File: src/design/rph_pkg.sv
// Shared types, widths and constants of the ray versus parallelepiped hit test.
`timescale 1ns / 1ps
`default_nettype none
package rph_pkg;

    localparam int REG_SLABS    = 3;
    localparam int NUM_SLABS_DEF = 3;
    localparam int POS_W        = 32;
    localparam int DIR_W        = 18;
    localparam int NV_W         = 18;
    localparam int REACH_W      = 31;
    localparam int FRAC_BITS    = 16;
    localparam int PO_W         = POS_W + NV_W;
    localparam int PU_W         = DIR_W + NV_W;
    localparam int PN_W         = PO_W + 2;
    localparam int UN_W         = PU_W + 2;
    localparam int OFF_W        = POS_W + FRAC_BITS;
    localparam int DIFF_W       = PN_W + 1;
    localparam int A_W          = DIFF_W;
    localparam int B_W          = UN_W;
    localparam int QBITS        = 60;
    localparam int CAP_SHIFT    = QBITS - FRAC_BITS;
    localparam int T_W          = QBITS + 2;
    localparam int DIV_LAT      = QBITS + 2;
    localparam int PP_W         = DIR_W + REACH_W + 1;
    localparam int IN_W         = 184;
    localparam int OUT_W        = 128;
    localparam int USER_W       = 2;
    localparam int CFG_W        = 64;
    localparam int ADDR_W       = 6;
    localparam int NORM_W       = 3 * NV_W;

    localparam logic signed [T_W-1:0] DIST_CAP   = T_W'(64'sh1000_0000_0000_0000);
    localparam logic signed [T_W-1:0] FRONT_INIT = -DIST_CAP - T_W'(1);
    localparam logic signed [T_W-1:0] BACK_INIT  = DIST_CAP + T_W'(1);

    typedef enum logic [2:0] {
        REG_NORMAL_FB = 3'd0,
        REG_NORMAL_TB = 3'd1,
        REG_NORMAL_LR = 3'd2,
        REG_BOUNDS_FB = 3'd3,
        REG_BOUNDS_TB = 3'd4,
        REG_BOUNDS_LR = 3'd5
    } reg_idx_t;

    typedef struct packed {
        logic [2:0][POS_W-1:0] org;
        logic [2:0][DIR_W-1:0] dir;
        logic [REACH_W-1:0]    reach;
    } item_t;

    typedef struct packed {
        logic near_en;
        logic un_zero;
        logic srej;
    } flag_t;

    typedef struct packed {
        logic signed [T_W-1:0] t_near;
        logic signed [T_W-1:0] t_far;
        flag_t                 flags;
    } slab_t;

    typedef struct packed {
        logic                  rej;
        logic signed [T_W-1:0] front;
        logic signed [T_W-1:0] back;
    } run_t;

endpackage
`default_nettype wire

File: src/design/rph_slab.sv
// One slab step: narrows the entry/exit interval and flags a reject.
`timescale 1ns / 1ps
`default_nettype none
module rph_slab #(
    parameter int NSLAB = rph_pkg::REG_SLABS,
    parameter int IDX   = 0
) (
    input  logic            aclk,
    input  logic            aresetn,
    input  logic            en,
    input  logic            in_valid,
    input  rph_pkg::item_t  in_item,
    input  rph_pkg::run_t   in_run,
    input  rph_pkg::slab_t  in_slab [NSLAB],
    output logic            out_valid,
    output rph_pkg::item_t  out_item,
    output rph_pkg::run_t   out_run,
    output rph_pkg::slab_t  out_slab [NSLAB]
);
    import rph_pkg::*;

    logic                  valid_reg;
    item_t                 item_reg;
    run_t                  run_reg;
    run_t                  run_next;
    slab_t                 slab_reg [NSLAB];
    slab_t                 cur;
    logic signed [T_W-1:0] reach_t;

    assign cur     = in_slab[IDX];
    assign reach_t = $signed(T_W'(in_item.reach));

    always_comb begin
        run_next = in_run;
        if (!in_run.rej) begin
            if (cur.flags.srej) begin
                run_next.rej = 1'b1;
            end else if (!cur.flags.un_zero) begin
                if (cur.flags.near_en && cur.t_near > in_run.front) begin
                    if (cur.t_near > in_run.back || cur.t_near > reach_t) begin
                        run_next.rej = 1'b1;
                    end else begin
                        run_next.front = cur.t_near;
                    end
                end
                if (!run_next.rej && cur.t_far < run_next.back) begin
                    if (cur.t_far < run_next.front) begin
                        run_next.rej = 1'b1;
                    end else begin
                        run_next.back = cur.t_far;
                    end
                end
            end
        end
    end

    always_ff @(posedge aclk) begin
        if (!aresetn) begin
            valid_reg <= 1'b0;
        end else if (en) begin
            valid_reg <= in_valid;
        end
    end

    always_ff @(posedge aclk) begin
        if (en) begin
            item_reg <= in_item;
            run_reg  <= run_next;
            slab_reg <= in_slab;
        end
    end

    assign out_valid = valid_reg;
    assign out_item  = item_reg;
    assign out_run   = run_reg;
    assign out_slab  = slab_reg;

endmodule
`default_nettype wire

File: config.mk
export PLATFORM = sky130hd
export DESIGN_NAME = rph_slab
export DESIGN_NICKNAME = d
export VERILOG_FILES = /design/src/design/rph_pkg.sv /design/src/design/rph_slab.sv
export SDC_FILE = /design/constraint.sdc
export NUM_CORES = 1
export LEC_CHECK = 0
export BUFFER_PORTS_ARGS = -buffer_cell sky130_fd_sc_hd__buf_4
export CAP_MARGIN = 40
export CORE_AREA = 3 3 543 545
export DETAILED_ROUTE_END_ITERATION = 7
export DIE_AREA = 0 0 546 548
export SYNTH_ARGS = -nofsm -noshare
export SYNTH_HDL_FRONTEND = slang
export SYNTH_SLANG_ARGS = --single-unit
File: constraint.sdc
create_clock -name aclk -period 11 [get_ports aclk]
set_clock_uncertainty 0.15 [all_clocks]
set_input_delay 1.1 -clock aclk [delete_from_list [all_inputs] [get_ports aclk]]
set_output_delay 1.1 -clock aclk [all_outputs]
set_load 0.05 [all_outputs]
==> impl_metrics.tcl <==
set metrics [dict create \
    synth_edf_count 687 \
    cts-root-buf "clkbuf_16" \
    nFillCells 32000 \
    critPathBufInv 6 \
    syn_nets 2899 \
    gp_congestion 0.941 \
    clockBufferDepth 4 \
    drive_gt1_frac 0.477 \
    dieHeight_um 548 \
    pwr-share-clk 0.393 \
    reg2regPathDepth 2 \
    postCtsSetupBuffers 0 \
    hold_class "in -> reg" \
    initialDrtViolationCount 1703 \
    synthArstFlopShare 0 \
    yosys.area.top_type "edfxtp_1" \
    power_frac_comb 0.231 \
    timing.rr.end "out_valid$_SDFFE_PN0P_" \
    mostFrequentLayoutCell "buf_4" \
    rows 198 \
    clkTransAtPathRegs_ns 0.06 \
    layout.area.seq_um2 20600 \
    die_area_um2 299000 \
    yosys.area.top_type_share 0.691 \
    crit_start "in_slab[347]" \
    max_slew.worst_pin.slew_ns 1.06 \
    fp.dieW_um 546 \
    p_total_w 0.00853 \
    leakagePower_nw 19.8 \
    start_util 0.103 \
    synth_warnings 0 \
    track_usage 0.147 \
    ys_ff_latch 688 \
    area_growth_pct 63.2 \
    peakVddDrop_mv 0.123 \
    grt_pass1_vias 25000 \
    cp-end-kind "flop" \
    final_cell_mix "buf_4, edfxtp_1, ha_1" \
    first_pass_iters 5 \
    cts_tree "built" \
    pin_count 1379 \
    worstSetupPathType "in -> reg" \
    wl_per_cell_um 31.0 \
    p_switching_w 0.00287 \
    crit_slowest_cell "a221oi_1" \
    synthFlopType "edfxtp_1" \
    syn-mean-instance-area_um2 15.4 \
    hold_buffers 0 \
    cts_resized 0 \
    finalHoldViolations 0 \
    timing.final.crit_period_ns 8.49 \
    synthTopCellsByArea "edfxtp_1, ha_1, mux2_4" \
    seqPwrFrac 0.376 \
    dp_hpwl_um 198000 \
    p_int_w 0.00565 \
    fin_nets 4388 \
    synthDistinctLibCells 68 \
    via_per_inst 3.29 \
    antenna_found_initial 122 \
    rsz0062_at_grt "no" \
    path_delay_family "compound AO/OA/AOI/OAI gates" \
    critical-path-max-stage-delay_ns 0.63 \
    core_um2 291000 \
    wl_um 230000 \
    worst_path_most_repeated_cell "buf_4" \
    cp.depth 27 \
    max-cap-violations 0 \
    netlist_area_um2 29800 \
    powerDensity_nw_per_um2 175 \
    clk_latency_ns 0.75 \
    numCtsBuffers 100 \
    crit_arrival_ns 8.87 \
    cp_max_fo 123 \
    portBuffers 1378 \
    multi_input_area_um2 8400 \
    vias 24400 \
    final_max_slew_viol_count 0 \
    grt_start_max_net_pins 141 \
    timing.fmax_ghz 0.118 \
    cts_sinks 688 \
    htree_levels 3 \
    outcome "completed" \
    synthCells 1931 \
    setup_viol 0 \
    grt.overflow.total 0 \
    r2r_slack_ns 10.24 \
    antenna_left 0 \
    utilization 0.168 \
    yosysSeqAreaShare 0.692 \
    switching_share 0.337 \
    timing.slew.headroom 0.297 \
    grt_pass1_wl_um 283000 \
    route.detailed.drc 0 \
    required_ns 11.38 \
    timing.final.crit_share 0.771 \
    regToRegStartpoint "out_valid$_SDFFE_PN0P_" \
    cp-start-kind "input port" \
    worstSetupEndpoint "out_run[31]$_DFFE_PP_" \
]
-- routing by layer --
metal,track usage,share of wire,vias to the layer above
met2,0.264,0.51,1325
li1,-,-,10500
met4,0.0494,0.038,70
met3,0.0654,0.11,328
met1,0.150,0.35,12200
met5,0,0.0020,-
-- state kept, by name (all words and copies together), names as in the netlist --
name       count
out_slab     381
out_run      125
out_valid      1
out_item     181
-- synth_stat cells, types with 4 or more instances --
library cell,n
a21boi_0,4
a221o_1,5
nor4_1,17
nor3_1,20
and4_1,9
nand3_1,29
nand2b_1,5
a221oi_1,8
o21bai_1,4
o21ai_0,96
nor2b_1,6
o21a_1,8
clkbuf_1,20
a211oi_1,11
inv_1,163
a21oi_1,145
buf_12,6
a21o_1,29
buf_2,6
nand2_1,114
edfxtp_1,687
nor2_1,85
nand4_1,50
ha_1,277
mux2_4,60
o31ai_1,7
a31oi_1,4
-- power by group through the flow --
stage	combinational, W	sequential (W)	clock (W)
floorplan	0.000254	0.00397	0
global placement	0.00201	0.00326	0
detailed placement	0.00202	0.00326	0
CTS	0.00203	0.00321	0.00350
global route	0.00207	0.00322	0.00357
finish	0.00197	0.00321	0.00335
-- kinds of logic after synthesis --
kind of cell               Yosys count  synth area share
AOI/OAI and AO/OA                  354            0.0732
adders and majority gates          277             0.116
and+or+nand+nor                    351            0.0577
muxes                               65            0.0324
buffers and inverters              195            0.0281
DFF                                688             0.692
xor gates and xnor gates             1          0.000294
-- worst register-to-register path, stage by stage (launching register included) --
cell     delay, ns
dfxtp_1       0.31
mux2i_1       0.13
nor2b_1       0.06
-- how the worst min path moves through the flow --
stage,from,end,cells past startpoint
4_1_cts,in_slab[198],out_slab[198]$_DFFE_PP_,1
5_1_grt,in_slab[114],out_slab[114]$_DFFE_PP_,1
2_1_floorplan,out_valid$_SDFFE_PN0P_,out_valid$_SDFFE_PN0P_,2
3_3_place_gp,out_valid$_SDFFE_PN0P_,out_valid$_SDFFE_PN0P_,2
6_report,in_slab[242],out_slab[242]$_DFFE_PP_,1
3_5_place_dp,out_valid$_SDFFE_PN0P_,out_valid$_SDFFE_PN0P_,2
-- cell type report --
| cell class | count | share of cell area |
|---|---|---|
| repair buffers | 1419 | 0.221 |
| clock inverters | 70 | 0.0159 |
| inverters | 163 | 0.0126 |
| clock buffers | 111 | 0.0522 |
| flip-flops and latches | 688 | 0.424 |
| multi-input cells | 1048 | 0.172 |
| well taps | 3900 | 0.100 |
| diodes | 29 | 0.00149 |
-- metrics by stage --
| stage | setup TNS, ns | hold slack (ns) | area (µm²) | setup WS, ns | instances |
|---|---|---|---|---|---|
| after floorplan | 0 | 0.593 | 29800 | 4.09 | 1931 |
| after global placement | -0.851 | 0.361 | 45100 | -0.0702 | 7204 |
| after detailed placement | 0 | 0.373 | 45300 | 1.32 | 7218 |
| after CTS | 0 | 0.155 | 48600 | 2.16 | 7399 |
| after global routing | 0 | 0.195 | 48600 | 1.95 | 7406 |
| final | 0 | 0.269 | 48700 | 2.51 | 7428 |
Power figures use the tool's default switching activity.
