==> config.mk <==
export PLATFORM = sky130hd
export DESIGN_NAME = rph_point
export DESIGN_NICKNAME = d
export VERILOG_FILES = /design/src/design/rph_pkg.sv /design/src/design/rph_point.sv
export SDC_FILE = /design/constraint.sdc
export NUM_CORES = 2
export LEC_CHECK = 0
export ABC_AREA = 1
export BUFFER_PORTS_ARGS = -buffer_cell sky130_fd_sc_hd__buf_2
export CORE_ASPECT_RATIO = 0.5
export CORE_UTILIZATION = 54
export DETAILED_ROUTE_END_ITERATION = 16
export PLACE_DENSITY = 0.74
export SYNTH_ARGS = -nofsm -noshare
export SYNTH_HDL_FRONTEND = slang
export SYNTH_SLANG_ARGS = --single-unit
==> constraint.sdc <==
create_clock -name aclk -period 7.4 [get_ports aclk]
set_clock_uncertainty 0.05 [all_clocks]
set_input_delay 1.48 -clock aclk [delete_from_list [all_inputs] [get_ports aclk]]
set_output_delay 1.48 -clock aclk [all_outputs]
set_load 0.02 [all_outputs]
==> src/design/rph_pkg.sv <==
// Shared types, widths and constants of the ray versus parallelepiped hit test.
`timescale 1ns / 1ps
`default_nettype none
package rph_pkg;

    localparam int REG_SLABS    = 3;
    localparam int NUM_SLABS_DEF = 3;
    localparam int POS_W        = 32;
    localparam int DIR_W        = 18;
    localparam int NV_W         = 18;
    localparam int REACH_W      = 31;
    localparam int FRAC_BITS    = 16;
    localparam int PO_W         = POS_W + NV_W;
    localparam int PU_W         = DIR_W + NV_W;
    localparam int PN_W         = PO_W + 2;
    localparam int UN_W         = PU_W + 2;
    localparam int OFF_W        = POS_W + FRAC_BITS;
    localparam int DIFF_W       = PN_W + 1;
    localparam int A_W          = DIFF_W;
    localparam int B_W          = UN_W;
    localparam int QBITS        = 60;
    localparam int CAP_SHIFT    = QBITS - FRAC_BITS;
    localparam int T_W          = QBITS + 2;
    localparam int DIV_LAT      = QBITS + 2;
    localparam int PP_W         = DIR_W + REACH_W + 1;
    localparam int IN_W         = 184;
    localparam int OUT_W        = 128;
    localparam int USER_W       = 2;
    localparam int CFG_W        = 64;
    localparam int ADDR_W       = 6;
    localparam int NORM_W       = 3 * NV_W;

    localparam logic signed [T_W-1:0] DIST_CAP   = T_W'(64'sh1000_0000_0000_0000);
    localparam logic signed [T_W-1:0] FRONT_INIT = -DIST_CAP - T_W'(1);
    localparam logic signed [T_W-1:0] BACK_INIT  = DIST_CAP + T_W'(1);

    typedef enum logic [2:0] {
        REG_NORMAL_FB = 3'd0,
        REG_NORMAL_TB = 3'd1,
        REG_NORMAL_LR = 3'd2,
        REG_BOUNDS_FB = 3'd3,
        REG_BOUNDS_TB = 3'd4,
        REG_BOUNDS_LR = 3'd5
    } reg_idx_t;

    typedef struct packed {
        logic [2:0][POS_W-1:0] org;
        logic [2:0][DIR_W-1:0] dir;
        logic [REACH_W-1:0]    reach;
    } item_t;

    typedef struct packed {
        logic near_en;
        logic un_zero;
        logic srej;
    } flag_t;

    typedef struct packed {
        logic signed [T_W-1:0] t_near;
        logic signed [T_W-1:0] t_far;
        flag_t                 flags;
    } slab_t;

    typedef struct packed {
        logic                  rej;
        logic signed [T_W-1:0] front;
        logic signed [T_W-1:0] back;
    } run_t;

endpackage
`default_nettype wire

==> src/design/rph_point.sv <==
// Hit point stages: direction times distance, then offset and saturation.
`timescale 1ns / 1ps
`default_nettype none
module rph_point (
    input  logic                                aclk,
    input  logic                                aresetn,
    input  logic                                en,
    input  logic                                in_valid,
    input  rph_pkg::item_t                      in_item,
    input  logic [rph_pkg::REACH_W-1:0]         alpha,
    input  logic                                outside,
    output logic                                m_tvalid,
    output logic [rph_pkg::OUT_W-1:0]           m_tdata,
    output logic [rph_pkg::USER_W-1:0]          m_tuser
);
    import rph_pkg::*;

    localparam int SH_W  = PP_W - FRAC_BITS;
    localparam int SUM_W = SH_W + 1;

    logic                    v1_reg;
    logic signed [PP_W-1:0]  prod_reg [3];
    logic [2:0][POS_W-1:0]   org_reg;
    logic [REACH_W-1:0]      alpha_reg;
    logic                    outside_reg;
    logic [PP_W-1:0]         pmag [3];
    logic [SH_W-1:0]         shm  [3];
    logic signed [SH_W-1:0]  dlt  [3];
    logic signed [SUM_W-1:0] sum  [3];
    logic [2:0][POS_W-1:0]   pt;

    logic                    valid_reg;
    logic [OUT_W-1:0]        data_reg;
    logic [USER_W-1:0]       user_reg;

    always_ff @(posedge aclk) begin
        if (!aresetn) begin
            v1_reg <= 1'b0;
        end else if (en) begin
            v1_reg <= in_valid;
        end
    end

    always_ff @(posedge aclk) begin
        if (en) begin
            for (int k = 0; k < 3; k++) begin
                prod_reg[k] <= $signed(in_item.dir[k]) * $signed({1'b0, alpha});
            end
            org_reg     <= in_item.org;
            alpha_reg   <= alpha;
            outside_reg <= outside;
        end
    end

    always_comb begin
        for (int k = 0; k < 3; k++) begin
            pmag[k] = prod_reg[k][PP_W-1] ? PP_W'(-prod_reg[k]) : PP_W'(prod_reg[k]);
            shm[k]  = SH_W'(pmag[k] >> FRAC_BITS);
            dlt[k]  = prod_reg[k][PP_W-1] ? -$signed(shm[k]) : $signed(shm[k]);
            sum[k]  = SUM_W'($signed(org_reg[k])) + SUM_W'(dlt[k]);
            if (sum[k] > SUM_W'(64'sh7FFF_FFFF)) begin
                pt[k] = 32'h7FFF_FFFF;
            end else if (sum[k] < -SUM_W'(64'sh8000_0000)) begin
                pt[k] = 32'h8000_0000;
            end else begin
                pt[k] = sum[k][POS_W-1:0];
            end
        end
    end

    always_ff @(posedge aclk) begin
        if (!aresetn) begin
            valid_reg <= 1'b0;
        end else if (en) begin
            valid_reg <= v1_reg;
        end
    end

    always_ff @(posedge aclk) begin
        if (en) begin
            data_reg <= {1'b0, pt[2], pt[1], pt[0], alpha_reg};
            user_reg <= {outside_reg, 1'b1};
        end
    end

    assign m_tvalid = valid_reg;
    assign m_tdata  = data_reg;
    assign m_tuser  = user_reg;

endmodule
`default_nettype wire

==> metrics <==
Ys Warns 0; Hold Startpoint alpha_reg[13]$_DFFE_PP_; Initial Utilization 0.547; # DRC 0; initial antenna violation count 16; number of global-route vias before repair 69300; Netlist cell types between 60 and 70; Starting DRT DRC Count between 7000 and 8000; root buffer cell clkbuf_16; Row Count 100; CTS tree done; Non-Filler Instances 13200; synthesized flop and latch total about 410; via count about 70000; register area share after synthesis 0.150; Most used DFF post-synth edfxtp_1; die height 277 um; Final HPWL DP 215 mm; Worst Setup SP alpha[21]; cts bufs inserted between 40 and 50; insertion delay to the later sink of the worst-skew pair 0.69 ns; final number of setup-violating endpoints 0; synthesized net count between 10000 and 15000; Final Hold Fails 0; commonest non-fill, non-tap cell in the layout nand2_1; Critical Path RT roughly 8 ns; Critical Path Slowest Stage Cell ha_1; clock buffer depth 3; minimum period implied by the final worst setup slack 7.13 ns; Post-synth ARST share 0; synthesized instance count roughly 10000; Worst setup EP type flop; clock-pin slew on the worst setup and hold paths approximately 0.07 ns; delay of the slowest critical-path stage 0.59 ns; post-placement cell count 13100; die area 153000 um^2; Post-CTS Setup Bufs 0; CP Launch Type primary input; GRT Util Overall 0.336; gpl congestion 1.04; Data arrival, critical path 7.52 ns; Avg Vias per Cell 5.32; Cell Chain, Critical Path buf_2 -> buf_12 -> nand2_1 -> fa_1 -> inv_1 -> fa_1 -> inv_1 -> fa_1 -> fa_1 -> fa_1 -> inv_1 -> fa_1 -> ha_1 -> nand2_1 -> nor2_1 -> inv_1 -> nor4_1 -> o21ai_0 -> nand3_1 -> buf_4 -> xor2_1; GRT overflow 0; placeable core area 150000 um^2; CTS Hold Bufs 0; flip-flop count of the largest register after layout 150; Worst-Margin Slew 1.11 ns; Routed Antenna Nets 0; Total Wirelength around 250 mm; count of nets after finishing 13400; Setup CP Type primary input to flop; max_cap viols 0; Rel. slew slack 0.258; Mapped Area 81700 um^2; class of the worst hold path flop to flop; Clock Sinks 408; fmax 0.140 GHz; DR WL/cell 19.2 um; FF-to-FF setup slack roughly 1.8 ns; layout cell share with drive strength beyond 1 0.114; status finished, final reports clean; largest net degree at the start of global routing 143; Slew Limit Fails 0; crit path max fanout 20; commonest cells after routing, fill and taps aside nand2_1 (3062), inv_1 (2384), fa_1 (1395); post_cts resized 0; Area growth syn-to-layout 13.7%; period utilization 0.963; drt pass-1 iters 6; htree depth 2; most used cell along the critical path fa_1; PortBufs 314; io pins between 300 and 400; die width 552 um; unrepaired setup endpoints after global routing false; number of synthesized flops with an enable pin 406; first-pass GRT wire length 395 mm; Synth Area per Inst 7.83 um^2; r2r startpoint prod_reg[0][149]$_DFFE_PP_
==> metrics by stage <==
step	hold WS [ns]	setup TNS [ns]	instance area, um^2	util	setup WS (ns)
after detailed placement	0.355	-3.83	91500	0.612	-0.223
after global routing	0.374	0	93000	0.622	0.0803
after global placement	0.351	-1.49	91500	0.612	-0.135
after floorplan	0.350	0	81700	-	0.318
final	0.368	0	93000	0.622	0.274
after CTS	0.368	0	92900	0.622	0.453
==> area by class of cell <==
| type | instances | area (um^2) |
|---|---|---|
| clock buffer | 49 | 1100 |
| clock inverter | 28 | 315 |
| multi-input combinational | 7246 | 58900 |
| antenna | 11 | 27.5 |
| timing repair buffer | 1098 | 8910 |
| inverter | 2388 | 8960 |
| fill | 13000 | 56600 |
| sequential | 408 | 12200 |
| tap | 1989 | 2490 |
==> worst paths after layout <==
path | endpoint | cells past startpoint
setup reg to reg | m_tdata[112]$_SDFFCE_PN1P_ | 26
hold reg to reg | m_tdata[13]$_DFFE_PP_ | 0
setup / recovery | prod_reg[0][91]$_DFFE_PP_ | 21
hold / removal | m_tdata[13]$_DFFE_PP_ | 0
==> kinds of logic after synthesis <==
group | Yosys count | share of synthesized area
AND/OR/NAND/NOR | 4259 | 0.209
XOR/XNOR | 294 | 0.0319
AO/OA/AOI/OAI | 711 | 0.0488
adder cells (fa/ha/maj) | 1980 | 0.431
buffers and inverters | 2788 | 0.129
other | 2 | 0.0000919
flip-flops | 408 | 0.150
==> critical path: cells and delay by family <==
kind | cells | cell delay [ns]
adder cells (fa/ha/maj) | 7 | 3.60
XOR/XNOR | 1 | 0.36
AO/OA/AOI/OAI | 1 | 0.15
AND/OR/NAND/NOR | 5 | 1.16
buffers and inverters | 7 | 0.74
==> Yosys cell counts, drive strengths merged, types with 3 or more instances <==
cell / count / share of area
ha: 585 / 0.090
or2: 3 / 0.00023
and2: 6 / 0.00046
clkbuf: 267 / 0.012
fa: 1395 / 0.34
o21a: 18 / 0.0017
o31ai: 6 / 0.00055
inv: 2387 / 0.11
xor2: 202 / 0.022
a21oi: 340 / 0.021
a21o: 21 / 0.0019
buf: 133 / 0.0075
nand3b: 35 / 0.0033
and3: 7 / 0.00054
xnor2: 92 / 0.0099
a31oi: 33 / 0.0025
a211oi: 4 / 0.00037
o21bai: 29 / 0.0027
a21boi: 11 / 0.0010
nand3: 301 / 0.019
nand4: 47 / 0.0036
nor4: 18 / 0.0016
nor3: 55 / 0.0036
nor2: 689 / 0.034
o211ai: 13 / 0.0013
o21ai: 224 / 0.014
o2111ai: 4 / 0.00043
edfxtp: 406 / 0.15
nand2: 3096 / 0.14
==> per-layer routing <==
layer  track usage  vias up  share of wire
li1              -    32500              -
met1         0.503    33600           0.44
met2         0.448     3781           0.38
met3         0.136      353           0.15
met4        0.0725        8          0.025
met5             0        -        0.00087
Power is left out: the tool's default activity adds up to more than one toggle a clock period on the data nets, which glitch-free logic cannot reach.
